File: src/rtl/core/gbn_pkg.sv
`timescale 1ns / 1ps
package gbn_pkg;

  // input operation codes
  localparam logic [1:0] OP_SEND    = 2'd0;
  localparam logic [1:0] OP_ACK     = 2'd1;
  localparam logic [1:0] OP_TIMEOUT = 2'd2;
  localparam logic [1:0] OP_UNUSED  = 2'd3;

  // result status codes
  localparam logic [3:0] ST_SENT        = 4'd0;
  localparam logic [3:0] ST_REFUSED     = 4'd1;
  localparam logic [3:0] ST_ACK_TAKEN   = 4'd2;
  localparam logic [3:0] ST_ACK_CORRUPT = 4'd3;
  localparam logic [3:0] ST_ACK_EMPTY   = 4'd4;
  localparam logic [3:0] ST_ACK_OUTSIDE = 4'd5;
  localparam logic [3:0] ST_RETRANSMIT  = 4'd6;
  localparam logic [3:0] ST_TMO_EMPTY   = 4'd7;
  localparam logic [3:0] ST_TMO_STALE   = 4'd8;

  // configuration register indexes
  localparam logic [0:0] REG_WINDOW_SIZE = 1'd0;
  localparam logic [0:0] REG_SEQ_BITS    = 1'd1;

  localparam int FIELD_SEQ_W = 16;
  localparam int FIELD_PAY_W = 64;

  // classified item handed from the front part to the back part
  typedef struct packed {
    logic [1:0]             op;
    logic [FIELD_PAY_W-1:0] payload;
    logic [FIELD_SEQ_W-1:0] ack_number;
    logic                   ack_intact;
    logic [FIELD_SEQ_W-1:0] timeout_seq;
  } gbn_cmd_t;

endpackage

File: src/rtl/core/gbn_ram.sv
`timescale 1ns / 1ps
module gbn_ram #(
  parameter int WIDTH = 8,
  parameter int DEPTH = 16
) (
  input  logic                     clk,
  input  logic                     we,
  input  logic [$clog2(DEPTH)-1:0] waddr,
  input  logic [WIDTH-1:0]         wdata,
  input  logic [$clog2(DEPTH)-1:0] raddr,
  output logic [WIDTH-1:0]         rdata
);

  logic [WIDTH-1:0] mem [DEPTH];

  // one write port, one registered read port
  always_ff @(posedge clk) begin
    if (we) begin
      mem[waddr] <= wdata;
    end
    rdata <= mem[raddr];
  end

endmodule

File: src/rtl/core/gbn_front.sv
`timescale 1ns / 1ps
module gbn_front
  import gbn_pkg::*;
(
  input  logic     clk,
  input  logic     rst,
  input  logic     in_valid,
  output logic     in_ready,
  input  gbn_cmd_t in_cmd,
  output logic     q_valid,
  input  logic     q_ready,
  output gbn_cmd_t q_cmd
);

  // two-entry queue; unknown operations are dropped at the door
  gbn_cmd_t   buf_q [2];
  logic       wp, rp;
  logic [1:0] cnt;
  logic       push, pop;

  assign in_ready = (cnt != 2'd2);
  assign push     = in_valid && in_ready && (in_cmd.op != OP_UNUSED);
  assign q_valid  = (cnt != 2'd0);
  assign pop      = q_valid && q_ready;
  assign q_cmd    = buf_q[rp];

  always_ff @(posedge clk) begin
    if (push) begin
      buf_q[wp] <= in_cmd;
    end
  end

  always_ff @(posedge clk) begin
    if (rst) begin
      wp  <= 1'b0;
      rp  <= 1'b0;
      cnt <= 2'd0;
    end else begin
      if (push) wp <= ~wp;
      if (pop) rp <= ~rp;
      cnt <= cnt + {1'b0, push} - {1'b0, pop};
    end
  end

  a_cnt_range: assert property (@(posedge clk) disable iff (rst) cnt != 2'd3)
    else $error("queue count overflow");
  a_no_push_full: assert property (@(posedge clk) disable iff (rst)
    cnt == 2'd2 |-> !push) else $error("push into full queue");
  a_pop_nonempty: assert property (@(posedge clk) disable iff (rst)
    pop |-> cnt != 2'd0) else $error("pop from empty queue");

endmodule

File: src/rtl/core/gbn_back.sv
`timescale 1ns / 1ps
module gbn_back
  import gbn_pkg::*;
#(
  parameter int WINDOW_DEPTH  = 16,
  parameter int PAYLOAD_WIDTH = 64,
  parameter int SEQ_WIDTH     = 16
) (
  input  logic                      clk,
  input  logic                      rst,
  input  logic [4:0]                window_size,
  input  logic [4:0]                seq_bits,
  input  logic                      q_valid,
  output logic                      q_ready,
  input  gbn_cmd_t                  q_cmd,
  output logic                      o_valid,
  input  logic                      o_ready,
  output logic [3:0]                o_status,
  output logic                      o_tx_valid,
  output logic [SEQ_WIDTH-1:0]      o_tx_seq,
  output logic [PAYLOAD_WIDTH-1:0]  o_tx_payload,
  output logic                      o_stop,
  output logic [SEQ_WIDTH-1:0]      o_stop_seq,
  output logic                      o_start,
  output logic [SEQ_WIDTH-1:0]      o_start_seq,
  output logic [$clog2(WINDOW_DEPTH+1)-1:0] o_count,
  output logic                      o_full,
  output logic                      o_last
);

  localparam int AW = $clog2(WINDOW_DEPTH);
  localparam int CW = $clog2(WINDOW_DEPTH + 1);
  localparam int SBW = $clog2(SEQ_WIDTH + 1);

  typedef enum logic [2:0] {
    S_IDLE, S_ACK_RD, S_ACK_POP, S_TMO_RD, S_RTX_RD, S_RTX_OUT, S_OUT
  } state_t;

  state_t         state;
  logic [AW-1:0]  head;
  logic [CW-1:0]  held;
  logic [SEQ_WIDTH-1:0] nseq;
  gbn_cmd_t       cmd;
  logic [CW-1:0]  idx;
  logic [SEQ_WIDTH-1:0] hs_r, old_head;

  // effective window and sequence mask from the registers
  logic [CW-1:0]  eff_win;
  logic [SBW-1:0] eff_bits;
  logic [SEQ_WIDTH-1:0] smask;
  always_comb begin
    if (window_size == 5'd0) eff_win = CW'(1);
    else if (32'(window_size) > WINDOW_DEPTH) eff_win = CW'(WINDOW_DEPTH);
    else eff_win = CW'(window_size);
    if (seq_bits == 5'd0) eff_bits = SBW'(1);
    else if (32'(seq_bits) > SEQ_WIDTH) eff_bits = SBW'(SEQ_WIDTH);
    else eff_bits = SBW'(seq_bits);
    smask = SEQ_WIDTH'(({{SEQ_WIDTH{1'b0}}, 1'b1} << eff_bits) - 1'b1);
  end

  // stores: payload and sequence rings, plus a sequence copy for a second read
  logic          we;
  logic [AW-1:0] waddr, raddr, raddr2;
  logic [PAYLOAD_WIDTH-1:0] wpay, rpay;
  logic [SEQ_WIDTH-1:0] wseq, rseq, rseq2;

  gbn_ram #(.WIDTH(PAYLOAD_WIDTH), .DEPTH(WINDOW_DEPTH)) u_pay (
    .clk(clk), .we(we), .waddr(waddr), .wdata(wpay), .raddr(raddr), .rdata(rpay));
  gbn_ram #(.WIDTH(SEQ_WIDTH), .DEPTH(WINDOW_DEPTH)) u_seq (
    .clk(clk), .we(we), .waddr(waddr), .wdata(wseq), .raddr(raddr), .rdata(rseq));
  gbn_ram #(.WIDTH(SEQ_WIDTH), .DEPTH(WINDOW_DEPTH)) u_seq2 (
    .clk(clk), .we(we), .waddr(waddr), .wdata(wseq), .raddr(raddr2), .rdata(rseq2));

  logic [CW-1:0] held_m1;
  logic [SEQ_WIDTH-1:0] s_cur;
  logic          free;
  logic          do_send;
  logic [AW-1:0] head_inc;

  assign held_m1 = held - CW'(1);
  assign s_cur   = nseq & smask;
  assign free    = !o_valid || o_ready;
  assign q_ready = (state == S_IDLE) && free;
  assign do_send = q_ready && q_valid && (q_cmd.op == OP_SEND) && (held < eff_win);
  assign head_inc = (32'(head) == WINDOW_DEPTH - 1) ? '0 : head + AW'(1);

  function automatic logic [AW-1:0] ring(input logic [AW-1:0] b, input logic [CW-1:0] o);
    logic [CW:0] s;
    s = {1'b0, CW'(b)} + {1'b0, o};
    if (s >= (CW+1)'(WINDOW_DEPTH)) s = s - (CW+1)'(WINDOW_DEPTH);
    return s[AW-1:0];
  endfunction

  // store write on send; read addresses follow the active phase
  always_comb begin
    we     = do_send;
    waddr  = ring(head, held);
    wpay   = q_cmd.payload[PAYLOAD_WIDTH-1:0];
    wseq   = s_cur;
    raddr  = head;
    raddr2 = ring(head, held_m1);
    unique case (state)
      S_ACK_POP: raddr = head_inc;
      S_RTX_RD, S_RTX_OUT: raddr = ring(head, idx);
      default: raddr = head;
    endcase
  end

  // ack and timeout numbers compared at full field width
  logic [FIELD_SEQ_W-1:0] ackn_r, hs_x, ts_x;
  assign ackn_r = cmd.ack_number;
  assign hs_x   = FIELD_SEQ_W'(rseq);
  assign ts_x   = FIELD_SEQ_W'(rseq2);

  logic in_range;
  always_comb begin
    if (hs_x <= ts_x) in_range = (hs_x <= ackn_r) && (ackn_r <= ts_x);
    else in_range = (hs_x <= ackn_r) || (ackn_r <= ts_x);
  end

  logic tmo_stale;
  assign tmo_stale = (cmd.timeout_seq != hs_x);

  logic [CW-1:0] held_now;
  assign held_now = held;

  // a result is loaded into the output register this cycle
  logic res_load;
  always_comb begin
    res_load = 1'b0;
    unique case (state)
      S_IDLE: begin
        if (q_ready && q_valid) begin
          unique case (q_cmd.op)
            OP_SEND:    res_load = 1'b1;
            OP_ACK:     res_load = !q_cmd.ack_intact || (held == '0);
            OP_TIMEOUT: res_load = (held == '0);
            default:    res_load = 1'b0;
          endcase
        end
      end
      S_ACK_RD: res_load = !in_range;
      S_TMO_RD: res_load = tmo_stale;
      S_OUT, S_RTX_OUT: res_load = free;
      default: res_load = 1'b0;
    endcase
  end

  // control sequencer and result register
  always_ff @(posedge clk) begin
    if (rst) begin
      state   <= S_IDLE;
      head    <= '0;
      held    <= '0;
      nseq    <= '0;
      o_valid <= 1'b0;
    end else begin
      if (res_load) o_valid <= 1'b1;
      else if (o_ready) o_valid <= 1'b0;
      unique case (state)
        S_IDLE: begin
          if (q_ready && q_valid) begin
            cmd          <= q_cmd;
            o_tx_valid   <= 1'b0;
            o_tx_seq     <= '0;
            o_tx_payload <= '0;
            o_stop       <= 1'b0;
            o_stop_seq   <= '0;
            o_start      <= 1'b0;
            o_start_seq  <= '0;
            o_last       <= 1'b1;
            o_count      <= held;
            o_full       <= held >= eff_win;
            unique case (q_cmd.op)
              OP_SEND: begin
                if (held >= eff_win) begin
                  o_status <= ST_REFUSED;
                end else begin
                  o_status     <= ST_SENT;
                  o_tx_valid   <= 1'b1;
                  o_tx_seq     <= s_cur;
                  o_tx_payload <= q_cmd.payload[PAYLOAD_WIDTH-1:0];
                  o_start      <= (held == '0);
                  o_start_seq  <= (held == '0) ? s_cur : '0;
                  held         <= held + CW'(1);
                  nseq         <= (s_cur + SEQ_WIDTH'(1)) & smask;
                  o_count      <= held + CW'(1);
                  o_full       <= (held + CW'(1)) >= eff_win;
                end
              end
              OP_ACK: begin
                if (!q_cmd.ack_intact) begin
                  o_status <= ST_ACK_CORRUPT;
                end else if (held == '0) begin
                  o_status <= ST_ACK_EMPTY;
                end else state <= S_ACK_RD;
              end
              OP_TIMEOUT: begin
                if (held == '0) begin
                  o_status <= ST_TMO_EMPTY;
                end else state <= S_TMO_RD;
              end
              default: ;
            endcase
          end
        end
        S_ACK_RD: begin
          // head and tail sequence now read
          if (!in_range) begin
            o_status <= ST_ACK_OUTSIDE; state <= S_IDLE;
          end else begin
            old_head <= rseq;
            state    <= S_ACK_POP;
          end
        end
        S_ACK_POP: begin
          // rseq is the sequence at head; pop it, next head read in flight
          head <= head_inc;
          held <= held_m1;
          if (hs_x == ackn_r || held == CW'(1)) state <= S_OUT;
        end
        S_OUT: begin
          if (free) begin
            o_status    <= ST_ACK_TAKEN;
            o_stop      <= 1'b1;
            o_stop_seq  <= old_head;
            o_start     <= (held_now != '0);
            o_start_seq <= (held_now != '0) ? rseq : '0;
            o_count     <= held;
            o_full      <= held >= eff_win;
            state       <= S_IDLE;
          end
        end
        S_TMO_RD: begin
          if (tmo_stale) begin
            o_status <= ST_TMO_STALE; state <= S_IDLE;
          end else begin
            hs_r  <= rseq;
            idx   <= '0;
            state <= S_RTX_RD;
          end
        end
        S_RTX_RD: state <= S_RTX_OUT;
        S_RTX_OUT: begin
          if (free) begin
            o_status     <= ST_RETRANSMIT;
            o_tx_valid   <= 1'b1;
            o_tx_seq     <= rseq;
            o_tx_payload <= rpay;
            o_last       <= (idx == held_m1);
            o_start      <= (idx == held_m1);
            o_start_seq  <= (idx == held_m1) ? hs_r : '0;
            idx          <= idx + CW'(1);
            state        <= (idx == held_m1) ? S_IDLE : S_RTX_RD;
          end
        end
        default: state <= S_IDLE;
      endcase
    end
  end

  a_held_cap: assert property (@(posedge clk) disable iff (rst)
    32'(held) <= WINDOW_DEPTH) else $error("window overfilled");
  a_rtx_tx: assert property (@(posedge clk) disable iff (rst)
    o_valid && o_status == ST_RETRANSMIT |-> o_tx_valid) else $error("retransmit without packet");
  a_pop_ok: assert property (@(posedge clk) disable iff (rst)
    state == S_ACK_POP |-> held != '0) else $error("pop from empty window");

endmodule

File: src/rtl/core/go_back_n_sender_window_core.sv
`timescale 1ns / 1ps
// Go-Back-N sender window.
// Slave stream s_axis carries one request per item: send, ack or timeout
// (tuser = operation). Master stream m_axis returns result items; tlast
// marks the final result of a request. Config: cfg_we/cfg_index/cfg_data,
// index 0 window_size, 1 seq_bits. The user must write them only while idle;
// the block does not enforce this. Requests pass a two-entry queue into a
// sequencer that owns the packet rings (registered-read RAMs). A send, a
// refused send, a corrupt ack or a request on an empty window ends in idle,
// an out-of-window ack or a stale timeout in the read state. An accepted
// ack passes the read, pop and output states, one pop per cycle. A timeout
// passes the read state, then the read and output states per retransmitted
// packet (one read port on the payload ring). A send passes the queue and
// the result register. Reset (rst, synchronous) empties the window, zeroes
// the next sequence and restores window_size 4 and seq_bits 3. When
// m_axis_tready is low the result register holds and the sequencer waits;
// the queue keeps taking up to two requests before s_axis_tready drops.
module go_back_n_sender_window_core
  import gbn_pkg::*;
#(
  parameter int WINDOW_DEPTH  = 16,
  parameter int PAYLOAD_WIDTH = 64,
  parameter int SEQ_WIDTH     = 16
) (
  input  logic         clk,
  input  logic         rst,
  input  logic         s_axis_tvalid,
  output logic         s_axis_tready,
  // payload[63:0], ack_number[79:64], ack_intact[80], timeout_seq[96:81], pad
  input  logic [103:0] s_axis_tdata,
  // operation[1:0]
  input  logic [1:0]   s_axis_tuser,
  output logic         m_axis_tvalid,
  input  logic         m_axis_tready,
  // tx_valid[0], tx_seq[16:1], tx_payload[80:17], stop_timer[81],
  // stop_timer_seq[97:82], start_timer[98], start_timer_seq[114:99],
  // window_count[119:115], window_full[120], pad
  output logic [127:0] m_axis_tdata,
  // status[3:0]
  output logic [3:0]   m_axis_tuser,
  output logic         m_axis_tlast,
  input  logic         cfg_we,
  input  logic [0:0]   cfg_index,
  input  logic [4:0]   cfg_data
);

  localparam int CW = $clog2(WINDOW_DEPTH + 1);

  logic [4:0] window_size, seq_bits;
  always_ff @(posedge clk) begin
    if (rst) begin
      window_size <= 5'd4;
      seq_bits    <= 5'd3;
    end else if (cfg_we) begin
      unique case (cfg_index)
        REG_WINDOW_SIZE: window_size <= cfg_data;
        REG_SEQ_BITS:    seq_bits    <= cfg_data;
        default: ;
      endcase
    end
  end

  gbn_cmd_t in_cmd, q_cmd;
  logic q_valid, q_ready;
  assign in_cmd.op          = s_axis_tuser;
  assign in_cmd.payload     = s_axis_tdata[63:0];
  assign in_cmd.ack_number  = s_axis_tdata[79:64];
  assign in_cmd.ack_intact  = s_axis_tdata[80];
  assign in_cmd.timeout_seq = s_axis_tdata[96:81];

  gbn_front u_front (
    .clk(clk), .rst(rst), .in_valid(s_axis_tvalid), .in_ready(s_axis_tready),
    .in_cmd(in_cmd), .q_valid(q_valid), .q_ready(q_ready), .q_cmd(q_cmd));

  logic [3:0] st;
  logic txv, stp, sta, full, lst;
  logic [SEQ_WIDTH-1:0] txs, stps, stas;
  logic [PAYLOAD_WIDTH-1:0] txp;
  logic [CW-1:0] cnt;

  gbn_back #(.WINDOW_DEPTH(WINDOW_DEPTH), .PAYLOAD_WIDTH(PAYLOAD_WIDTH),
             .SEQ_WIDTH(SEQ_WIDTH)) u_back (
    .clk(clk), .rst(rst), .window_size(window_size), .seq_bits(seq_bits),
    .q_valid(q_valid), .q_ready(q_ready), .q_cmd(q_cmd),
    .o_valid(m_axis_tvalid), .o_ready(m_axis_tready), .o_status(st),
    .o_tx_valid(txv), .o_tx_seq(txs), .o_tx_payload(txp), .o_stop(stp),
    .o_stop_seq(stps), .o_start(sta), .o_start_seq(stas), .o_count(cnt),
    .o_full(full), .o_last(lst));

  assign m_axis_tuser = st;
  assign m_axis_tlast = lst;
  assign m_axis_tdata = {7'd0, full, 5'(cnt), 16'(stas), sta, 16'(stps), stp,
                         64'(txp), 16'(txs), txv};

endmodule

File: config.mk
export PLATFORM = sky130hd
export DESIGN_NAME = go_back_n_sender_window_core
export DESIGN_NICKNAME = d
export VERILOG_FILES = /design/src/rtl/core/gbn_pkg.sv /design/src/rtl/core/gbn_ram.sv /design/src/rtl/core/gbn_front.sv /design/src/rtl/core/gbn_back.sv /design/src/rtl/core/go_back_n_sender_window_core.sv
export SDC_FILE = /design/constraint.sdc
export NUM_CORES = 2
export LEC_CHECK = 0
export ABC_AREA = 1
export ABC_CLOCK_PERIOD_IN_PS = 6200
export BUFFER_PORTS_ARGS = -buffer_cell sky130_fd_sc_hd__buf_2
export CORE_MARGIN = 2
export CORE_UTILIZATION = 42
export CTS_CLUSTER_DIAMETER = 100
export DETAILED_ROUTE_END_ITERATION = 10
export PLACE_DENSITY = 0.7
export SLEW_MARGIN = 30
export SYNTH_ARGS = -nofsm -noshare
export SYNTH_HDL_FRONTEND = slang
export SYNTH_SLANG_ARGS = --single-unit
File: constraint.sdc
create_clock -name clk -period 6.2 [get_ports clk]
set_input_delay 1.24 -clock clk [delete_from_list [all_inputs] [get_ports clk]]
set_output_delay 1.24 -clock clk [all_outputs]
set_load 0.01 [all_outputs]
==> summary.txt <==
Slew Limit Headroom: 0.297
Post-synth EDFFs: 1673
WHS: 0.471 ns
Die X: 423 µm
Setup Viol. Count Final: 0
post-CTS sizing: 0
Startpoint Class: flip-flop
RSZ-0062 raised after global routing: no
Gate power share: 0.333
top sig layer: met4
Via Count: 48850
Buffers on Ports: 237
drc violations: 0
row count: 153
distinct cell type count after synthesis: 54
Initial Util: 0.423
HPWL Detailed: 104000 µm
vias per cell: 5.69
average wire per standard cell: 22.4 µm
Die H: 423 µm
Max VDD drop: 0.670 mV
Clock Power Share: 0.275
prevailing post-synth register cell: edfxtp_1
Setup Skew: 0.0402 ns
Yosys top cell by area: edfxtp_1
die area: 0.179 mm²
Final WS setup: 1.67 ns
Ys Warns: 0
sequential area share after synthesis: 0.719
cts hold-fix bufs: 0
DRT Pass-1 Iters: 10
initial DRC count: 5764
GPL Wtd Cong: 0.893
Core Area: 0.174 mm²
Hold Crit Start: u_back.nseq[8]
Psw: 15.1 mW
total of fill cells in the finished design: 14901
first-pass GRT wire length: 286000 µm
GRT Overall Usage: 0.208
Yosys reg bits: 1813
vias in the first global route: 47362
met3 WL post-DR: 16000 µm
H-tree Lvls: 4
Hold Vio Cnt, Final: 0
Async S/R FF share, synth: 0
P_leak: 29.7 nW
Clock Pin Slew Worst Setup and Hold Paths: 0.07 ns
Worst Hold Class: flip-flop to flip-flop
CTS tree: done
worst path arrival time: 5.00 ns
final slew viol count: 0
Synth area leaders: edfxtp_1, o21ai_0, nand2_1, dfxtp_1, nor2_1
Post-Route Setup TNS: 0 ns
mapped cell area: 0.0738 mm²
nets: 6310
Avg Cell Area, Syn: 12.3 µm²
met2 routed WL: 94400 µm
fraction of layout cells with a size suffix above 1: 0.111
Setup CP Type: flip-flop to flip-flop
CTS Root Cell: clkbuf_16
CTS max path bufs: 3
Period Utilization, post-route: 0.731
antenna-violating nets left: 0
switching portion of total power: 0.371
status: completed
IO Pins: 252
largest net degree at the start of global routing: 253
Tmin final: 4.53 ns
Maximum Capacitance Violations: 0
Flop pwr share: 0.392
grt ovf: 0
clock latency on the worst-skew pair: 0.84 ns
CP max FO: 49
Num CTS Buffers: 181
Sink Count: 1813
worst slack, placed: 1.66 ns
worst slew pin tran: 1.05 ns
CP endpoint kind: flip-flop
WL final: 192000 µm
Yosys top cell area share: 0.681
post-CTS setup buffers: 0
Post-Route M1 WL: 74500 µm
max frequency: 0.221 GHz
Layout area overhead: 13.7%
Power Dens Cells: 485 mW/mm²
initial antenna violation count: 1
WP data required: 6.67 ns
Internal: 25.5 mW
cells after synthesis: 5973
## logic make-up after synthesis
group / count (synthesis) / synth area share
AOI/OAI and AO/OA: 1591 / 0.126
and+or+nand+nor: 1714 / 0.0936
muxes: 16 / 0.00244
buffers and inverters: 716 / 0.0397
DFF: 1813 / 0.719
other: 2 / 0.000102
xor gates and xnor gates: 37 / 0.00439
adders and majority gates: 84 / 0.0146
## critical path: stages (launching register included)
cell and delay, ns:
dfxtp_4 0.74, inv_4 0.39, or2_2 0.37, o21ai_0 0.15, ha_1 0.37, nand3_1 0.24
inv_1 0.18, nand3_1 0.33, nor2_4 0.80, buf_4 0.53
## sequential cells by signal, indices dropped and copies added (netlist names), 4 cells and up, named ones only
register,cells
u_back.u_pay.mem,1024
u_back.u_seq.mem,208
u_front.buf_q,198
u_back.o_tx_payload,64
u_back.u_pay.rdata,64
u_back.u_seq2.mem,48
u_back.ackn_r,16
u_back.cmd,16
u_back.hs_r,16
u_back.nseq,16
u_back.o_start_seq,16
u_back.o_stop_seq,16
u_back.o_tx_seq,16
u_back.old_head,16
u_back.u_seq.rdata,16
u_back.u_seq2.rdata,16
seq_bits,5
u_back.held,5
u_back.idx,5
u_back.o_count,5
window_size,5
u_back.head,4
u_back.o_status,4
## cells in the mapped netlist, types with 3 or more instances
library cell,count
a211oi_1,3
a21o_1,16
a21oi_1,280
a31oi_1,17
buf_1,23
buf_2,86
buf_4,27
buf_6,3
clkbuf_1,245
dfxtp_1,140
edfxtp_1,1673
fa_1,3
ha_1,81
inv_1,314
inv_2,15
mux2_2,16
nand2_1,784
nand2_2,4
nand3_1,198
nand3b_1,3
nand4_1,23
nor2_1,656
nor2_2,10
nor2_4,3
nor3_1,11
o211ai_1,179
o21a_1,3
o21ai_0,760
o21ai_1,26
o221ai_1,160
o22ai_1,137
or2_2,7
xnor2_1,18
xor2_1,19
## stage by stage
| stage | instances | util | area [µm²] | power [mW] |
|---|---|---|---|---|
| floorplan | 5979 | - | 73800 | 25.3 |
| global placement | 8245 | 0.445 | 77500 | 29.1 |
| detailed placement | 8246 | 0.445 | 77600 | 29.5 |
| CTS | 8586 | 0.480 | 83700 | 40.6 |
| global route | 8591 | 0.481 | 83800 | 42.7 |
| finish | 8592 | 0.481 | 83800 | 40.6 |
## path summary, 6_finish.rpt
path | to | slack, ns | cells past startpoint
worst max register to register | u_back.u_pay.mem[3][10] | 1.67 | 9
worst min-delay path | u_back.nseq[8] | 0.47 | 2
worst min register to register | u_back.nseq[8] | 0.47 | 2
worst max-delay path | u_back.u_pay.mem[3][10] | 1.67 | 9
## power groups by stage
stage / clock network (mW) / logic [mW] / registers, mW
floorplan: 0 / 9.36 / 16.0
global route: 11.8 / 14.9 / 16.0
CTS: 11.3 / 13.4 / 15.9
detailed placement: 0 / 13.3 / 16.2
global placement: 0 / 12.9 / 16.2
finish: 11.2 / 13.5 / 15.9
## area by class of cell
class | instances | area, µm² | area share
Timing Repair Buffer | 332 | 2420 | 0.0289
Antenna cell | 1 | 2.50 | 0.0000299
Clock buffer | 234 | 4860 | 0.0580
Clock inverter | 106 | 1260 | 0.0150
Sequential cell | 1813 | 53000 | 0.633
Tap cell | 2325 | 2910 | 0.0347
Multi-Input combinational cell | 3450 | 18100 | 0.215
Inverter | 331 | 1280 | 0.0152
## per-layer routing
layer | track usage | vias up
met2 | 0.351 | 2355
met5 | 0 | -
met4 | 0.0887 | 0
met3 | 0.0328 | 399
met1 | 0.268 | 24021
li1 | - | 22075
## cells in the final DEF, fill, tap and decap left out, drive strengths merged, types with 81 or more instances in the layout
cell and count:
o21ai 787, clkbuf 234, nor2 669, inv 342, dfxtp 140, nand3 200
o221ai 160, o211ai 179, buf 332, ha 81, a21oi 280, nand2 789
edfxtp 1673, o22ai 137
No activity file was read; power rests on OpenSTA's default activity.
